<file path="config.mk">
export PLATFORM = sky130hd
export DESIGN_NAME = pba_cfg_regs
export DESIGN_NICKNAME = d
export VERILOG_FILES = /design/src/sv/pba_pkg.sv /design/src/sv/pba_cfg_regs.sv
export SDC_FILE = /design/constraint.sdc
export NUM_CORES = 1
export LEC_CHECK = 0
export BUFFER_PORTS_ARGS = -buffer_cell sky130_fd_sc_hd__buf_2
export CAP_MARGIN = 10
export CORE_MARGIN = 3
export CORE_UTILIZATION = 32
export DETAILED_ROUTE_END_ITERATION = 16
export PLACE_DENSITY = 0.73
export SYNTH_ARGS = -nofsm -noshare
export SYNTH_HDL_FRONTEND = slang
export SYNTH_SLANG_ARGS = --single-unit
</file>
<file path="constraint.sdc">
create_clock -name clk -period 0.8 [get_ports clk]
set_clock_uncertainty 0.1 [all_clocks]
set_input_delay 0.04 -clock clk [delete_from_list [all_inputs] [get_ports clk]]
set_output_delay 0.04 -clock clk [all_outputs]
set_load 0.01 [all_outputs]
</file>
<file path="src/sv/pba_pkg.sv">
// Package for the pixel binning average block.
// Holds the sample widths, default sizes, register map and configuration type.
// No dependencies.
package pba_pkg;

	localparam int SAMPLE_BITS     = 32;
	localparam int RESULT_BITS     = 32;
	localparam int MAX_OUT_PIXELS_D = 2048;
	localparam int MAX_LEVEL_D     = 4;

	localparam int ADDR_BITS = 4;
	localparam int DATA_BITS = 32;

	localparam int LEVEL_BITS = 3;
	localparam int OPR_BITS   = 12;

	localparam logic [LEVEL_BITS-1:0] LEVEL_RESET = 3'd1;
	localparam logic [OPR_BITS-1:0]   OPR_RESET   = 12'd2048;

	typedef enum logic [1:0] {
		REG_LEVEL      = 2'd0,
		REG_BIN_ROWS   = 2'd1,
		REG_OUT_PIXELS = 2'd2
	} reg_idx_t;

	typedef struct packed {
		logic [LEVEL_BITS-1:0] level;
		logic                  bin_rows_too;
		logic [OPR_BITS-1:0]   out_pixels_per_row;
	} cfg_t;

endpackage

</file>
<file path="src/sv/pba_cfg_regs.sv">
// APB-style configuration registers of the pixel binning average block.
// Depends on pba_pkg for the register map and the configuration struct.
module pba_cfg_regs (
	input  logic                          clk,
	input  logic                          arst_n,
	input  logic                          psel,
	input  logic                          penable,
	input  logic                          pwrite,
	input  logic [pba_pkg::ADDR_BITS-1:0] paddr,
	input  logic [pba_pkg::DATA_BITS-1:0] pwdata,
	output logic [pba_pkg::DATA_BITS-1:0] prdata,
	output logic                          pready,
	output pba_pkg::cfg_t                 cfg
);
	import pba_pkg::*;

	cfg_t     cfg_q;
	reg_idx_t reg_idx;
	logic     wr_en;

	assign reg_idx = reg_idx_t'(paddr[3:2]);
	assign wr_en   = psel && penable && pwrite;
	assign pready  = 1'b1;
	assign cfg     = cfg_q;

	always_ff @(posedge clk or negedge arst_n) begin
		if (!arst_n) begin
			cfg_q.level              <= LEVEL_RESET;
			cfg_q.bin_rows_too       <= 1'b0;
			cfg_q.out_pixels_per_row <= OPR_RESET;
		end else if (wr_en) begin
			unique case (reg_idx)
				REG_LEVEL:      cfg_q.level <= pwdata[LEVEL_BITS-1:0];
				REG_BIN_ROWS:   cfg_q.bin_rows_too <= pwdata[0];
				REG_OUT_PIXELS: cfg_q.out_pixels_per_row <= pwdata[OPR_BITS-1:0];
				default: ;
			endcase
		end
	end

	always_comb begin
		prdata = '0;
		unique case (reg_idx)
			REG_LEVEL:      prdata = DATA_BITS'(cfg_q.level);
			REG_BIN_ROWS:   prdata = DATA_BITS'(cfg_q.bin_rows_too);
			REG_OUT_PIXELS: prdata = DATA_BITS'(cfg_q.out_pixels_per_row);
			default:        prdata = '0;
		endcase
	end

endmodule

</file>
==> impl_metrics.yaml <==
cells_and_area:
  n_fill_cell: 179
  summed_area_of_non_filler_cells_in_the_final_layout_um2: 1560
  antenna-diode-count: 0
  area_delta_synth_final_pct: 68.8
  largest_reg_flops: 16
  drive_above_1_share_pct: 67.3
  final_stage_net_count: 192
  area_of_the_multi_input_gates_um2: 488
  sequential_cell_area_um2: 403
worst_setup_path:
  setup_crit_path_kind: "register to output port"
  cp-startpoint: "cfg[13]"
  critPathRequiredTime_ns: 0.66
  regToRegStartpoint: "cfg[9]"
  crit_chain: "mux2i_1 -> o21ai_1 -> buf_2"
  category_of_the_worst_setup_path_launch_point: "register"
  reg2reg_slack_ns: -0.29
  crit_fanout: 2
  slowest_delay_ns: 0.55
  worst_ep_arrival_time_ns: 1.16
  cp_slowest_cell: "dfstp_2"
  ff2ff_path_depth: 3
  critPathCaptureType: "output port"
routing:
  drtAntennaViolNets: 0
  totalWireLength_mm: 2.86
  detail_route.first_pass.iterations: 4
  routed-via-count: 814
  detail_route.iter0.violations: 12
  ratio_of_routed_vias_to_standard_cells: 4.52
  drc: 0
  routedWlPerCell_um: 15.9
grt:
  globalRoute.totalOverflow: 0
  grt_pass1_vias: 862
  global_route_wire_length_before_repair_mm: 4.10
  pin_count_of_the_biggest_net_entering_global_routing: 17
  grt.total_usage_pct: 15.5
  antenna_violations_before_repair: 0
sta:
  whs_ns: -0.135
  max_clock_freq_mhz: 772
  total_of_endpoints_with_negative_setup_slack_in_the_final_report: 44
  timing.setup.tns_ns: -11.75
  timing.final.crit_share_pct: 162
  finalHoldViolations: 16
  slew_viol_final: 0
  final.min_clock_period_ns: 1.30
  grt_setup_unrepaired: "yes"
  finalWorstSetupSlack_ns: -0.496
yosys:
  xor_and_xnor_fraction_of_the_mapped_netlist_area_pct: 0
  ys_warn_count: 0
  synth.cell_area_um2: 923
  synth_fa_ha_area_share_pct: 0
  postSynthAreaPerCell_um2: 11.8
  netlist_instances: 78
  multiplexer_share_of_the_synthesized_area_pct: 24.0
  area_fraction_in_compound_gates_after_synthesis_pct: 0.542
  largest_family_of_logic_cells_by_synthesized_area: "multiplexers"
  yosys_register_bits: 16
  sequential_share_of_the_synthesized_area_pct: 43.6
  yosys.area_share.simple_pct: 11.9
  synth_cell_type_count: 17
power:
  power_density_nw_per_um2: 2130
  cellLeakagePower_nw: 0.840
  vdd_ir_drop_max_mv: 1.83
placement:
  placement.cell_area_um2: 1230
  port_buffers: 46
  post-dp-hpwl_mm: 1.56
  gp_routability_congestion: 0.729
floorplan:
  die-area_um2: 3570
  die_w_um: 59.7
  top_level_ports: 90
  placement_rows: 18
  die_height_um: 59.7
  floorplan.initialDensity_pct: 35.3
  placeableCoreArea_um2: 2610
worst_hold_path:
  worstHoldStart: "pwdata[9]"
  timing.hold.worst_path_depth: 2
  holdCritPathClass: "input port to register"
status:
  status: "finished with violations"
  violated_checks: "negative hold slack, negative setup slack"
clock_network:
  ctsRootBufferMaster: "clkbuf_4"
  clock_latency_ns: 0.30
  maximum_buffer_depth_of_the_clock_tree: 2
  clock_net_sink_count: 16
  tritoncts: "done"
  clk_pin_slew_worst_paths_ns: 0.10
  post_cts_hold_buffer_count: 1
  numCtsBuffers: 3
  cts_htree_levels: 1
run:
  max_cap_violations: 0
[per-layer routing]
metal	GRT usage, %	vias to the layer above	wire length [um]
met5	0	-	0
met2	27.6	58	1510
li1	-	357	-
met3	2.81	10	272
met1	18.4	389	1010
met4	5.70	0	71
[worst paths after layout]
| kind | endpoint |
|---|---|
| setup / recovery | prdata[0] |
| hold / removal | cfg[9] |
| setup reg to reg | cfg[9] |
| hold reg to reg | cfg[7] |
| max in group asynchronous | cfg[11] |
| min in group asynchronous | cfg[14] |
[critical path: cells and delay by family (launching register included)]
kind	cells	cell delay (ns)
compound gates	1	0.10
buf+inv	1	0.14
flops	1	0.55
mux	1	0.07
[final cells by class]
type,count,share of cell area (%)
Timing Repair Buffer,72,38.1
Multi-Input combinational cell,58,31.3
Sequential cell,16,25.8
Tap cell,30,2.41
Clock buffer,4,2.33
[power by group]
part | leakage (nW) | internal (W) | switching, W | total [W]
combinational | 0.626 | 0.000990 | 0.000565 | 0.00155
sequential | 0.193 | 0.00101 | 0.000171 | 0.00119
clock | 0.0210 | 0.000278 | 0.000295 | 0.000573
total | 0.840 | 0.00228 | 0.00103 | 0.00331
[through the flow]
| stage | setup WS, ns | power [W] | utilization, % | cells |
|---|---|---|---|---|
| after global routing | -0.534 | 0.00347 | 59.7 | 180 |
| final | -0.496 | 0.00331 | 59.7 | 180 |
| after detailed placement | -0.423 | 0.00211 | 47.0 | 160 |
| after floorplan | -0.268 | 0.00174 | - | 97 |
| after global placement | -0.398 | 0.00209 | 47.0 | 160 |
| after CTS | -0.487 | 0.00307 | 58.0 | 179 |
[cell usage after synthesis (all sizes together)]
cell type,instances,area [um^2]
buf,23,176
mux2,16,191
dfrtp,14,350
and2,9,56.3
mux2i,3,30.0
conb,2,7.51
dfstp,2,52.6
nor2,2,7.51
nor3b,2,20.0
nand2,1,3.75
nand3,1,5.00
nor2b,1,6.26
o21ai,1,5.00
or3,1,11.3
[repair_timing]
action                     4_1_cts  5_1_grt
hold endpoints to repair        32       16
resized for setup               24       17
setup buffers                   13        3
pin swaps                        2        3
setup endpoints to repair       44       44
cloned                           1        0
[cell families after synthesis]
family,count (synthesis)
DFF,16
buffers and inverters,23
muxes,19
and+or+nand+nor,17
other,2
AOI/OAI and AO/OA,1
[cells in the final DEF (no fill, tap or decap)]
cell and count:
mux2_4 14, mux2i_1 3, buf_8 1, o21ai_1 1
buf_4 10, nor3b_4 1, clkbuf_4 3, or3_4 1
nor2b_2 1, dlygate4sd3_1 1, buf_2 29, and2_4 4
dfrtp_1 14, nand2_1 1, dfstp_2 2, buf_6 31
mux2_2 2, conb_1 21, and2_1 5, nor3b_1 1
nor2_1 2, nand3_4 1, clkbuf_8 1
Power figures use the tool's default switching activity.
